### config.mk
export PLATFORM = sky130hd
export DESIGN_NAME = boundary_terminated_byte_extractor_flat
export DESIGN_NICKNAME = d
export VERILOG_FILES = /design/src/hw/rtl/bte_pkg.sv /design/src/hw/rtl/bte_if.sv /design/src/hw/rtl/bte_front.sv /design/src/hw/rtl/bte_border.sv /design/src/hw/rtl/bte_back.sv /design/src/hw/rtl/boundary_terminated_byte_extractor.sv /design/src/flat_wrapper.sv
export SDC_FILE = /design/constraint.sdc
export NUM_CORES = 1
export LEC_CHECK = 0
export BUFFER_PORTS_ARGS = -buffer_cell sky130_fd_sc_hd__buf_2
export CAP_MARGIN = 10
export CORE_MARGIN = 2
export CORE_UTILIZATION = 40
export CTS_CLUSTER_DIAMETER = 120
export DETAILED_ROUTE_END_ITERATION = 7
export SLEW_MARGIN = 15
export SYNTH_ARGS = -nofsm -noshare
export SYNTH_HDL_FRONTEND = slang
export SYNTH_HIERARCHICAL = 1
export SYNTH_SLANG_ARGS = --single-unit
### constraint.sdc
create_clock -name clk -period 10.67 [get_ports clk]
set_input_delay 1.6005 -clock clk [delete_from_list [all_inputs] [get_ports clk]]
set_output_delay 1.6005 -clock clk [all_outputs]
set_load 0.03 [all_outputs]
### src/hw/rtl/bte_pkg.sv
// Shared types and constants for the boundary-terminated byte extractor.
package bte_pkg;

  // Delimiter geometry: fixed CR LF '-' '-' prefix followed by the token.
  localparam int MAX_DELIM_BYTES = 32;
  localparam int PREFIX_BYTES    = 4;
  localparam int TOKEN_CAP       = 28;
  localparam int PAT_BYTES       = PREFIX_BYTES + TOKEN_CAP;
  localparam int PAT_IDX_W       = $clog2(PAT_BYTES);
  localparam int PLEN_W          = PAT_IDX_W + 1;
  localparam int TOK_LEN_W       = 5;
  localparam int TOK_LIM         = (MAX_DELIM_BYTES - PREFIX_BYTES < TOKEN_CAP) ?
                                   (MAX_DELIM_BYTES - PREFIX_BYTES) : TOKEN_CAP;

  localparam logic [7:0] CHAR_CR     = 8'h0D;
  localparam logic [7:0] CHAR_LF     = 8'h0A;
  localparam logic [7:0] CHAR_HYPHEN = 8'h2D;

  // Configuration port
  localparam int CFG_IDX_W  = 3;
  localparam int CFG_DATA_W = 64;
  localparam int WORD3_W    = 32;

  typedef enum logic [CFG_IDX_W-1:0] {
    REG_TOKEN_LEN   = 3'd0,
    REG_TOKEN_WORD0 = 3'd1,
    REG_TOKEN_WORD1 = 3'd2,
    REG_TOKEN_WORD2 = 3'd3,
    REG_TOKEN_WORD3 = 3'd4
  } cfg_reg_t;

  // Result kinds
  typedef enum logic [1:0] {
    KIND_DATA    = 2'd0,
    KIND_FOUND   = 2'd1,
    KIND_NOMATCH = 2'd2
  } kind_t;

  // Queue between front and back
  localparam int QUEUE_DEPTH = 2;
  localparam int QPTR_W      = $clog2(QUEUE_DEPTH);
  localparam int QCNT_W      = $clog2(QUEUE_DEPTH + 1);

  typedef logic [PAT_BYTES-1:0][7:0] pat_t;

  typedef struct packed {
    logic       eoi;
    logic [7:0] data;
  } q_item_t;

  typedef struct packed {
    logic    valid;
    q_item_t item;
  } q_head_t;

endpackage

### src/hw/rtl/bte_if.sv
// Valid/ready channel interfaces for body bytes in and results out.
interface bte_in_if;
  logic       valid;
  logic       ready;
  logic [7:0] in_byte;
  logic       end_of_input;

  modport source (output valid, output in_byte, output end_of_input, input ready);
  modport sink   (input valid, input in_byte, input end_of_input, output ready);
endinterface

interface bte_out_if;
  logic       valid;
  logic       ready;
  logic [7:0] out_byte;
  logic [1:0] kind;
  logic       last;

  modport source (output valid, output out_byte, output kind, output last, input ready);
  modport sink   (input valid, input out_byte, input kind, input last, output ready);
endinterface

### src/hw/rtl/bte_front.sv
// Front end: accepts items, tags end of stream and queues them for the back end.
module bte_front (
  input  logic             clk,
  input  logic             rst_n,
  bte_in_if.sink           in_chan,
  output bte_pkg::q_head_t head_o,
  input  logic             pop_i
);
  import bte_pkg::*;

  q_item_t           mem_r [QUEUE_DEPTH];
  logic [QPTR_W-1:0] wr_ptr_r, wr_ptr_nxt;
  logic [QPTR_W-1:0] rd_ptr_r, rd_ptr_nxt;
  logic [QCNT_W-1:0] cnt_r, cnt_nxt;
  logic              push;
  logic              pop;
  q_item_t           new_item;

  // Classify: an end-of-stream item carries no byte
  always_comb begin
    new_item.eoi  = in_chan.end_of_input;
    new_item.data = in_chan.end_of_input ? 8'h00 : in_chan.in_byte;
  end

  assign in_chan.ready = (cnt_r != QCNT_W'(QUEUE_DEPTH));
  assign push          = in_chan.valid && in_chan.ready;
  assign pop           = pop_i && (cnt_r != '0);

  assign head_o.valid = (cnt_r != '0);
  assign head_o.item  = mem_r[rd_ptr_r];

  // Pointer and fill count update
  always_comb begin
    wr_ptr_nxt = push ? wr_ptr_r + QPTR_W'(1) : wr_ptr_r;
    rd_ptr_nxt = pop ? rd_ptr_r + QPTR_W'(1) : rd_ptr_r;
    cnt_nxt    = cnt_r;
    if (push && !pop) begin
      cnt_nxt = cnt_r + QCNT_W'(1);
    end else if (pop && !push) begin
      cnt_nxt = cnt_r - QCNT_W'(1);
    end
  end

  always_ff @(posedge clk) begin
    if (!rst_n) begin
      wr_ptr_r <= '0;
      rd_ptr_r <= '0;
      cnt_r    <= '0;
    end else begin
      wr_ptr_r <= wr_ptr_nxt;
      rd_ptr_r <= rd_ptr_nxt;
      cnt_r    <= cnt_nxt;
    end
  end

  // Queue storage
  always_ff @(posedge clk) begin
    if (push) begin
      mem_r[wr_ptr_r] <= new_item;
    end
  end

endmodule

### src/hw/rtl/bte_border.sv
// Border (failure) table of the delimiter pattern, rebuilt after reset and config writes.
module bte_border (
  input  logic                           clk,
  input  logic                           rst_n,
  input  logic                           start_i,
  input  bte_pkg::pat_t                  pat_i,
  input  logic [bte_pkg::PAT_IDX_W-1:0]  rd_addr_i,
  output logic [bte_pkg::PAT_IDX_W-1:0]  rd_data_o,
  output logic                           ready_o
);
  import bte_pkg::*;

  typedef enum logic [1:0] {
    B_BUILD = 2'b01,
    B_DONE  = 2'b10
  } bstate_t;

  bstate_t              state_r, state_nxt;
  logic [PAT_IDX_W-1:0] q_r, q_nxt;
  logic [PAT_IDX_W-1:0] b_r, b_nxt;
  logic [PAT_IDX_W-1:0] nb;
  logic [PAT_IDX_W-1:0] tab_r [PAT_BYTES];
  logic [PAT_IDX_W-1:0] addr;
  logic [PAT_IDX_W-1:0] f_rd;
  logic                 wr_en;
  logic                 bytes_eq;

  // Single read port: builder owns it while building
  assign addr      = (state_r == B_BUILD) ? b_r : rd_addr_i;
  assign f_rd      = (addr <= PAT_IDX_W'(1)) ? '0 : tab_r[addr];
  assign rd_data_o = f_rd;
  assign ready_o   = (state_r == B_DONE);

  assign bytes_eq = (pat_i[b_r] == pat_i[q_r - PAT_IDX_W'(1)]);

  // Prefix-function builder: one fallback or one table entry per cycle
  always_comb begin
    state_nxt = state_r;
    q_nxt     = q_r;
    b_nxt     = b_r;
    nb        = '0;
    wr_en     = 1'b0;
    unique case (state_r)
      B_BUILD: begin
        if ((b_r != '0) && !bytes_eq) begin
          b_nxt = f_rd;
        end else begin
          nb    = b_r + PAT_IDX_W'(bytes_eq);
          wr_en = 1'b1;
          b_nxt = nb;
          if (q_r == PAT_IDX_W'(PAT_BYTES - 1)) begin
            state_nxt = B_DONE;
          end else begin
            q_nxt = q_r + PAT_IDX_W'(1);
          end
        end
      end
      B_DONE: begin
      end
      default: begin
        state_nxt = B_BUILD;
      end
    endcase
    // A config write restarts the build
    if (start_i) begin
      state_nxt = B_BUILD;
      q_nxt     = PAT_IDX_W'(2);
      b_nxt     = '0;
      wr_en     = 1'b0;
    end
  end

  always_ff @(posedge clk) begin
    if (!rst_n) begin
      state_r <= B_BUILD;
      q_r     <= PAT_IDX_W'(2);
      b_r     <= '0;
    end else begin
      state_r <= state_nxt;
      q_r     <= q_nxt;
      b_r     <= b_nxt;
    end
  end

  always_ff @(posedge clk) begin
    if (wr_en) begin
      tab_r[q_r] <= nb;
    end
  end

endmodule

### src/hw/rtl/bte_back.sv
// Back end: border walk, release of held bytes and markers, output register.
module bte_back (
  input  logic                           clk,
  input  logic                           rst_n,
  input  bte_pkg::q_head_t               head_i,
  output logic                           pop_o,
  input  bte_pkg::pat_t                  pat_i,
  input  logic [bte_pkg::PLEN_W-1:0]     plen_i,
  input  logic                           tbl_ready_i,
  output logic [bte_pkg::PAT_IDX_W-1:0]  tbl_addr_o,
  input  logic [bte_pkg::PAT_IDX_W-1:0]  tbl_data_i,
  bte_out_if.source                      out_chan
);
  import bte_pkg::*;

  typedef enum logic [3:0] {
    S_IDLE = 4'b0001,
    S_WALK = 4'b0010,
    S_EMIT = 4'b0100,
    S_MARK = 4'b1000
  } state_t;

  state_t               state_r, state_nxt;
  logic [PAT_IDX_W-1:0] match_len_r, match_len_nxt;
  logic                 finished_r, finished_nxt;
  logic [PAT_IDX_W-1:0] m_r, m_nxt;
  logic [7:0]           c_r, c_nxt;
  logic [PAT_IDX_W-1:0] k_r, k_nxt;
  logic [PLEN_W-1:0]    rel_r, rel_nxt;
  logic [PAT_IDX_W-1:0] i_r, i_nxt;
  kind_t                mark_r, mark_nxt;

  logic                 out_valid_r, out_valid_nxt;
  logic [7:0]           out_byte_r;
  kind_t                out_kind_r;
  logic                 out_last_r;

  logic                 slot_free;
  logic                 load;
  logic [7:0]           ld_byte;
  kind_t                ld_kind;
  logic                 ld_last;

  logic [7:0]           pat_k;
  logic [PLEN_W-1:0]    k_ext;
  logic                 fall;
  logic                 hit;
  logic [PLEN_W-1:0]    k_fin;
  logic [PLEN_W-1:0]    rel_w;
  logic                 at_last;

  assign slot_free  = !out_valid_r || out_chan.ready;
  assign tbl_addr_o = k_r;

  // Walk step terms
  assign pat_k   = pat_i[k_r];
  assign k_ext   = {1'b0, k_r};
  assign fall    = (k_r != '0) && ((k_ext >= plen_i) || (pat_k != c_r));
  assign hit     = (k_ext < plen_i) && (pat_k == c_r);
  assign k_fin   = k_ext + PLEN_W'(hit);
  assign rel_w   = {1'b0, m_r} + PLEN_W'(1) - k_fin;
  assign at_last = ({1'b0, i_r} == rel_r - PLEN_W'(1));

  // Control sequence for one queued item
  always_comb begin
    state_nxt     = state_r;
    match_len_nxt = match_len_r;
    finished_nxt  = finished_r;
    m_nxt         = m_r;
    c_nxt         = c_r;
    k_nxt         = k_r;
    rel_nxt       = rel_r;
    i_nxt         = i_r;
    mark_nxt      = mark_r;
    pop_o         = 1'b0;
    load          = 1'b0;
    ld_byte       = 8'h00;
    ld_kind       = KIND_DATA;
    ld_last       = 1'b0;
    unique case (state_r)
      S_IDLE: begin
        if (head_i.valid && (finished_r || tbl_ready_i)) begin
          pop_o = 1'b1;
          if (!finished_r) begin
            m_nxt = match_len_r;
            i_nxt = '0;
            if (head_i.item.eoi) begin
              // Flush held bytes, then the no-match marker
              rel_nxt       = {1'b0, match_len_r};
              mark_nxt      = KIND_NOMATCH;
              finished_nxt  = 1'b1;
              match_len_nxt = '0;
              state_nxt     = (match_len_r != '0) ? S_EMIT : S_MARK;
            end else begin
              c_nxt     = head_i.item.data;
              k_nxt     = match_len_r;
              state_nxt = S_WALK;
            end
          end
        end
      end
      S_WALK: begin
        if (fall) begin
          k_nxt = tbl_data_i;
        end else begin
          rel_nxt = rel_w;
          if (k_fin >= plen_i) begin
            mark_nxt      = KIND_FOUND;
            finished_nxt  = 1'b1;
            match_len_nxt = '0;
            state_nxt     = (rel_w != '0) ? S_EMIT : S_MARK;
          end else begin
            mark_nxt      = KIND_DATA;
            match_len_nxt = k_fin[PAT_IDX_W-1:0];
            state_nxt     = (rel_w != '0) ? S_EMIT : S_IDLE;
          end
        end
      end
      S_EMIT: begin
        if (slot_free) begin
          load    = 1'b1;
          ld_byte = (i_r < m_r) ? pat_i[i_r] : c_r;
          ld_kind = KIND_DATA;
          ld_last = at_last && (mark_r == KIND_DATA);
          if (at_last) begin
            state_nxt = (mark_r != KIND_DATA) ? S_MARK : S_IDLE;
          end else begin
            i_nxt = i_r + PAT_IDX_W'(1);
          end
        end
      end
      S_MARK: begin
        if (slot_free) begin
          load      = 1'b1;
          ld_byte   = 8'h00;
          ld_kind   = mark_r;
          ld_last   = 1'b1;
          state_nxt = S_IDLE;
        end
      end
      default: begin
        state_nxt = S_IDLE;
      end
    endcase
  end

  // Output register valid
  always_comb begin
    out_valid_nxt = out_valid_r;
    if (load) begin
      out_valid_nxt = 1'b1;
    end else if (out_chan.ready) begin
      out_valid_nxt = 1'b0;
    end
  end

  always_ff @(posedge clk) begin
    if (!rst_n) begin
      state_r     <= S_IDLE;
      match_len_r <= '0;
      finished_r  <= 1'b0;
      out_valid_r <= 1'b0;
    end else begin
      state_r     <= state_nxt;
      match_len_r <= match_len_nxt;
      finished_r  <= finished_nxt;
      out_valid_r <= out_valid_nxt;
    end
  end

  // Per-item working registers and output payload
  always_ff @(posedge clk) begin
    m_r    <= m_nxt;
    c_r    <= c_nxt;
    k_r    <= k_nxt;
    rel_r  <= rel_nxt;
    i_r    <= i_nxt;
    mark_r <= mark_nxt;
    if (load) begin
      out_byte_r <= ld_byte;
      out_kind_r <= ld_kind;
      out_last_r <= ld_last;
    end
  end

  assign out_chan.valid    = out_valid_r;
  assign out_chan.out_byte = out_byte_r;
  assign out_chan.kind     = out_kind_r;
  assign out_chan.last     = out_last_r;

endmodule

### src/hw/rtl/boundary_terminated_byte_extractor.sv
// Top level of the boundary-terminated byte extractor: config registers and block wiring.
//
//  port      | dir  | moves
//  ----------+------+-----------------------------------------------------------
//  in_chan   | sink | item: in_byte, end_of_input (valid/ready)
//  out_chan  | src  | item: out_byte, kind, last (valid/ready)
//  cfg_*     | in   | register write: cfg_we, cfg_index, cfg_wdata (no read-back)
//
// An item leaves the queue, walks the border table one fallback step at a time in the match
// walk, and then emits its result items one by one.
// After reset and after every config write the border table is rebuilt; items are
// queued meanwhile but do not start until it is done.
// Input and output stall independently through a two-item queue and an output register.
// Reset is synchronous, active low; the table array itself is not reset.
module boundary_terminated_byte_extractor (
  input  logic                               clk,
  input  logic                               rst_n,
  bte_in_if.sink                             in_chan,
  bte_out_if.source                          out_chan,
  input  logic                               cfg_we,
  input  logic [bte_pkg::CFG_IDX_W-1:0]      cfg_index,
  input  logic [bte_pkg::CFG_DATA_W-1:0]     cfg_wdata
);
  import bte_pkg::*;

  logic [TOK_LEN_W-1:0]  token_len_r;
  logic [CFG_DATA_W-1:0] token_word0_r;
  logic [CFG_DATA_W-1:0] token_word1_r;
  logic [CFG_DATA_W-1:0] token_word2_r;
  logic [WORD3_W-1:0]    token_word3_r;

  logic [TOKEN_CAP*8-1:0] tok_bits;
  pat_t                   pat;
  logic [TOK_LEN_W-1:0]   tl;
  logic [PLEN_W-1:0]      plen;

  q_head_t              head;
  logic                 pop;
  logic                 tbl_ready;
  logic [PAT_IDX_W-1:0] tbl_addr;
  logic [PAT_IDX_W-1:0] tbl_data;

  // Configuration registers
  always_ff @(posedge clk) begin
    if (!rst_n) begin
      token_len_r   <= TOK_LEN_W'(1);
      token_word0_r <= '0;
      token_word1_r <= '0;
      token_word2_r <= '0;
      token_word3_r <= '0;
    end else if (cfg_we) begin
      case (cfg_index)
        REG_TOKEN_LEN:   token_len_r   <= cfg_wdata[TOK_LEN_W-1:0];
        REG_TOKEN_WORD0: token_word0_r <= cfg_wdata;
        REG_TOKEN_WORD1: token_word1_r <= cfg_wdata;
        REG_TOKEN_WORD2: token_word2_r <= cfg_wdata;
        REG_TOKEN_WORD3: token_word3_r <= cfg_wdata[WORD3_W-1:0];
        default: begin
        end
      endcase
    end
  end

  // Delimiter pattern: fixed prefix, then all token bytes
  assign tok_bits = {token_word3_r, token_word2_r, token_word1_r, token_word0_r};

  always_comb begin
    pat[0] = CHAR_CR;
    pat[1] = CHAR_LF;
    pat[2] = CHAR_HYPHEN;
    pat[3] = CHAR_HYPHEN;
    for (int i = 0; i < TOKEN_CAP; i++) begin
      pat[PREFIX_BYTES + i] = tok_bits[i*8 +: 8];
    end
  end

  // Effective token length, clamped to its legal range
  always_comb begin
    if (token_len_r == '0) begin
      tl = TOK_LEN_W'(1);
    end else if (token_len_r > TOK_LEN_W'(TOK_LIM)) begin
      tl = TOK_LEN_W'(TOK_LIM);
    end else begin
      tl = token_len_r;
    end
  end

  assign plen = PLEN_W'(PREFIX_BYTES) + PLEN_W'(tl);

  bte_front u_front (
    .clk     (clk),
    .rst_n   (rst_n),
    .in_chan (in_chan),
    .head_o  (head),
    .pop_i   (pop)
  );

  bte_border u_border (
    .clk       (clk),
    .rst_n     (rst_n),
    .start_i   (cfg_we),
    .pat_i     (pat),
    .rd_addr_i (tbl_addr),
    .rd_data_o (tbl_data),
    .ready_o   (tbl_ready)
  );

  bte_back u_back (
    .clk         (clk),
    .rst_n       (rst_n),
    .head_i      (head),
    .pop_o       (pop),
    .pat_i       (pat),
    .plen_i      (plen),
    .tbl_ready_i (tbl_ready),
    .tbl_addr_o  (tbl_addr),
    .tbl_data_i  (tbl_data),
    .out_chan    (out_chan)
  );

endmodule

### src/flat_wrapper.sv
// flat-port wrapper written by rule: the top's interface ports become plain ports
module boundary_terminated_byte_extractor_flat import bte_pkg::*;
  (clk, rst_n, cfg_we, cfg_index, cfg_wdata, in_chan_valid, in_chan_in_byte, in_chan_end_of_input, in_chan_ready, out_chan_valid, out_chan_out_byte, out_chan_kind, out_chan_last, out_chan_ready);
  bte_in_if in_chan_i ();
  bte_out_if out_chan_i ();
  input  logic clk;
  input  logic rst_n;
  input  logic cfg_we;
  input  logic [bte_pkg::CFG_IDX_W-1:0] cfg_index;
  input  logic [bte_pkg::CFG_DATA_W-1:0] cfg_wdata;
  input wire logic [$bits(in_chan_i.valid)-1:0] in_chan_valid;
  input wire logic [$bits(in_chan_i.in_byte)-1:0] in_chan_in_byte;
  input wire logic [$bits(in_chan_i.end_of_input)-1:0] in_chan_end_of_input;
  output wire logic [$bits(in_chan_i.ready)-1:0] in_chan_ready;
  output wire logic [$bits(out_chan_i.valid)-1:0] out_chan_valid;
  output wire logic [$bits(out_chan_i.out_byte)-1:0] out_chan_out_byte;
  output wire logic [$bits(out_chan_i.kind)-1:0] out_chan_kind;
  output wire logic [$bits(out_chan_i.last)-1:0] out_chan_last;
  input wire logic [$bits(out_chan_i.ready)-1:0] out_chan_ready;
  assign in_chan_i.valid = in_chan_valid;
  assign in_chan_i.in_byte = in_chan_in_byte;
  assign in_chan_i.end_of_input = in_chan_end_of_input;
  assign in_chan_ready = in_chan_i.ready;
  assign out_chan_valid = out_chan_i.valid;
  assign out_chan_out_byte = out_chan_i.out_byte;
  assign out_chan_kind = out_chan_i.kind;
  assign out_chan_last = out_chan_i.last;
  assign out_chan_i.ready = out_chan_ready;
  boundary_terminated_byte_extractor u_core (.clk(clk), .rst_n(rst_n), .in_chan(in_chan_i), .out_chan(out_chan_i), .cfg_we(cfg_we), .cfg_index(cfg_index), .cfg_wdata(cfg_wdata));
endmodule
==> impl_metrics.toml <==
[run_status]
status = "finished clean"

[yosys]
avgSynthCellArea_um2 = 12.17
synth_fa_ha_area_share_pct = 1.746
synth-simple-area-share_pct = 11.96
synth_xor_xnor_area_share_pct = 1.071
synth_top_family_by_area = "multiplexers"
netlist_area_um2 = 28380
synth_seq_area_share_pct = 40.35
synth_edf_count = 210
synth-compound-area-share_pct = 5.070
synth.ff_latch_count = 467
synth_ff_type = "dfxtp_1"
ys_types = 94
synthMuxAreaShare_pct = 35.47
synthCells = 2332
ys_async_sr_fraction_pct = 0
yosys_warnings = 6

[floorplanning]
core_region_area_um2 = 70150
dieWidth_um = 270.4
rows = 97
start_util_pct = 40.45
die_h_um = 270.4
die-area_um2 = 73090
io_pins = 94

[clock_network]
cts_buffer_depth = 3
cts.sinks = 467
cts_resized = 0
htreeDepth = 2
hold_buffers = 0
cts_tree = "done"
clk_latency_ns = 0.63
numCtsBuffers = 52
post_cts_buffers = 0
clkSlewWorstSetupHoldPaths_ns = 0.06
cts_root_buffer = "clkbuf_16"

[route]
drt_iter0_drc = 2050
route.detailed.drc = 0
maxUsedRoutingLayer = "met4"
met2_length_mm = 43.84
totalWireLength_mm = 86.51
ant_nets = 0
drt-pass1-iter-count = 7
wl_met3_mm = 5.202
met1Wirelength_mm = 32.98
wire_per_inst_um = 25.12
vias = 20557
vias_per_cell = 5.969

[critical_path]
cpMaxStageDelayCell = "buf_4"
r2r_end = "u_core/u_back/state_r[3]"
critPathKind = "reg2reg"
cp-end-kind = "flop"
critical_path_required_ns = 11.21
r2r-start = "u_core/u_back/tbl_addr_o[1]"
crit_path_start_kind = "flop"
rrSetupSlack_ns = 3.90
path_max_fanout = 47
crit_arrival_ns = 7.31
critPathMaxStageDelay_ns = 0.75
reg2reg_depth = 26

[worst_hold_path]
min_to = "u_core/u_back/m_r[4]"
hold_depth = 0
min_path_type = "reg2reg"
min_from = "u_core/u_back/match_len_r[4]"

[global_routing]
antenna_found_initial = 0
grt_pass1_vias = 20980
globalRouteOverflowTotal = 0
globalRouteTotalUtil_pct = 23.46
grt_pass1_wl_mm = 131.4
grt_max_degree = 99

[finish]
post-route-util_pct = 45.06
area_growth_pct = 11.39
antenna_cells = 0
layout-drive-gt1-share_pct = 22.92
final_nets = 2581

[timing]
setup_viol = 0
tightest_slew_ns = 1.069
setup_tns_ns = 0
hold_ws_ns = 0.4912
fin_skew_ns = 0.04781
period_share_pct = 63.45
fmax_mhz = 147.7
rsz0062_at_grt = "no"
finalCriticalPeriod_ns = 6.770
finalMaxSlewViolations = 0
hold_viol = 0
slew_headroom_pct = 28.74

[power]
p_leak_uw = 0.01174
vdd.ir_drop.worst_uv = 114.5
power_density_nw_per_um2 = 132.5

[flow_run]
maxCapViolations = 0

[placement]
port_buffers = 93
dp_hpwl_mm = 60.86
gp_congestion = 0.9591
==> cells by family (layout without fill, tap and decap cells) <==
kind of cell / count (synthesis) / count (layout)
buffers and inverters: 226 / 272
flip-flops: 467 / 467
AO/OA/AOI/OAI: 201 / 201
XOR/XNOR: 33 / 33
other: 2 / 128
AND/OR/NAND/NOR: 708 / 708
adder cells (fa/ha/maj): 39 / 39
multiplexers: 656 / 656
==> worst max-delay path by stage <==
stage                           startpoint                      endpoint  slack, ns  depth (start not counted)
2_1_floorplan       u_core/u_border/q_r[0]  u_core/u_border/tab_r[10][2]       5.48                         17
4_1_cts        u_core/u_back/tbl_addr_o[1]      u_core/u_back/state_r[3]       3.91                         26
5_1_grt             u_core/u_border/q_r[0]  u_core/u_border/tab_r[27][3]       3.49                         12
6_report       u_core/u_back/tbl_addr_o[1]      u_core/u_back/state_r[3]       3.90                         26
3_3_place_gp        u_core/u_border/q_r[0]   u_core/u_border/tab_r[2][2]       3.98                         12
3_5_place_dp   u_core/u_back/tbl_addr_o[1]      u_core/u_back/state_r[3]       3.97                         26
==> state kept, by name (all words and copies together), names as in the netlist, 2 cells and up, named ones only <==
register / cells
u_core/u_back/c_r: 8
u_core/u_back/rel_r: 6
u_core/token_word3_r: 32
u_core/token_word0_r: 64
u_core/u_front/cnt_r: 2
u_core/u_back/i_r: 5
u_core/u_border/state_r: 2
u_core/u_border/tab_r: 150
u_core/token_word1_r: 64
u_core/u_back/match_len_r: 5
u_core/u_back/m_r: 5
u_core/u_border/q_r: 5
u_core/u_front/mem_r: 18
u_core/u_back/tbl_addr_o: 5
u_core/token_len_r: 5
u_core/u_back/out_chan.kind: 2
u_core/u_border/b_r: 5
u_core/u_back/mark_r: 2
u_core/u_back/out_chan.out_byte: 8
u_core/u_back/state_r: 4
u_core/token_word2_r: 64
==> cell type report <==
cell class | instances | area (um^2)
sequential | 467 | 11460
inverter | 44 | 165.2
clock buffer | 65 | 1370
tap | 940 | 1176
clock inverter | 32 | 405.4
multi-input combinational | 1765 | 16270
timing repair buffer | 131 | 760.7
fill | 6510 | 38540
==> report_power, final <==
| group | switching (uW) | internal, uW |
|---|---|---|
| logic | 223 | 164 |
| clock network | 777 | 1090 |
| registers | 42.0 | 1890 |
| total | 1040 | 3150 |
==> critical path, delay by kind of cell (launching register included) <==
kind | cells | cell delay [ns]
AND/OR/NAND/NOR | 7 | 1.42
XOR/XNOR | 3 | 0.83
adder cells (fa/ha/maj) | 4 | 1.15
multiplexers | 1 | 0.59
AO/OA/AOI/OAI | 6 | 0.75
flip-flops | 1 | 0.34
buffers and inverters | 5 | 1.57
==> synthesized netlist by cell type (all sizes together), types with 4 or more instances <==
master / count / share of area [%]
mux2i: 351 / 12
o2111ai: 6 / 0.21
buf: 111 / 2.8
nor2b: 24 / 0.53
a21oi: 36 / 0.63
nand3b: 7 / 0.19
mux2: 28 / 1.1
nor4b: 21 / 1.0
a31oi: 8 / 0.23
o22ai: 28 / 0.62
nor2: 99 / 1.3
o221ai: 4 / 0.15
or2: 4 / 0.088
o21ai: 29 / 0.51
ha: 38 / 1.7
xor2: 18 / 0.58
a221oi: 10 / 0.31
or3b: 5 / 0.15
edfxtp: 210 / 22
mux4: 277 / 22
nand4: 13 / 0.29
clkinv: 4 / 0.053
a211oi: 17 / 0.47
o31ai: 6 / 0.18
a22oi: 10 / 0.26
and2: 12 / 0.26
nor3: 20 / 0.43
dfxtp: 257 / 18
a2111oi: 5 / 0.18
nor4: 15 / 0.37
nor3b: 5 / 0.13
nand2: 394 / 5.2
o2bb2ai: 4 / 0.12
a21o: 12 / 0.32
xnor2: 15 / 0.49
and3: 6 / 0.15
nand3: 41 / 0.72
clkbuf: 71 / 0.94
nand2b: 26 / 0.60
inv: 40 / 0.53
or3: 6 / 0.13
==> stage by stage <==
stage | std cells | setup slack, ns | cell area, um^2 | total power [uW]
floorplan | 2458 | 5.481 | 28850 | 2237
global placement | 3347 | 3.983 | 29830 | 2346
detailed placement | 3347 | 3.966 | 29830 | 2356
CTS | 3444 | 3.905 | 31610 | 4222
global route | 3444 | 3.492 | 31610 | 4329
finish | 3444 | 3.900 | 31610 | 4189
==> layout by cell type, fill, tap and decap left out, types with 6 or more instances in the layout <==
cell type	netlist	routed
nor2b_1	24	24
clkinv_2	0	7
o21ai_0	23	23
o22ai_1	28	28
conb_1	2	128
buf_4	23	38
nand3_1	41	41
nor3_1	17	17
edfxtp_1	210	210
or3_1	6	6
dfxtp_1	257	253
xnor2_1	14	14
buf_2	52	92
nor4b_2	16	17
nand2b_1	25	25
inv_1	39	39
bufinv_16	0	7
nand4_1	13	13
clkinv_1	4	9
a221oi_1	10	10
clkinvlp_4	0	7
a21oi_1	36	35
a21o_1	12	12
a31oi_1	7	7
a22oi_1	10	10
xor2_1	17	17
clkbuf_16	0	52
mux4_2	277	277
nand3b_1	7	7
ha_1	38	37
a211oi_1	16	16
mux2_2	27	27
clkbuf_1	71	11
nor4_1	13	13
mux2i_1	351	349
and2_1	12	12
o21ai_1	6	6
nand2_1	393	393
nor2_1	99	99
==> routing by layer <==
layer / up-vias / GRT usage, %
met1: 10478 / 28.58
met4: 0 / 11.46
met5: - / 0
met2: 837 / 40.94
met3: 197 / 3.067
li1: 9045 / -
(Power assumes the default switching activity.)
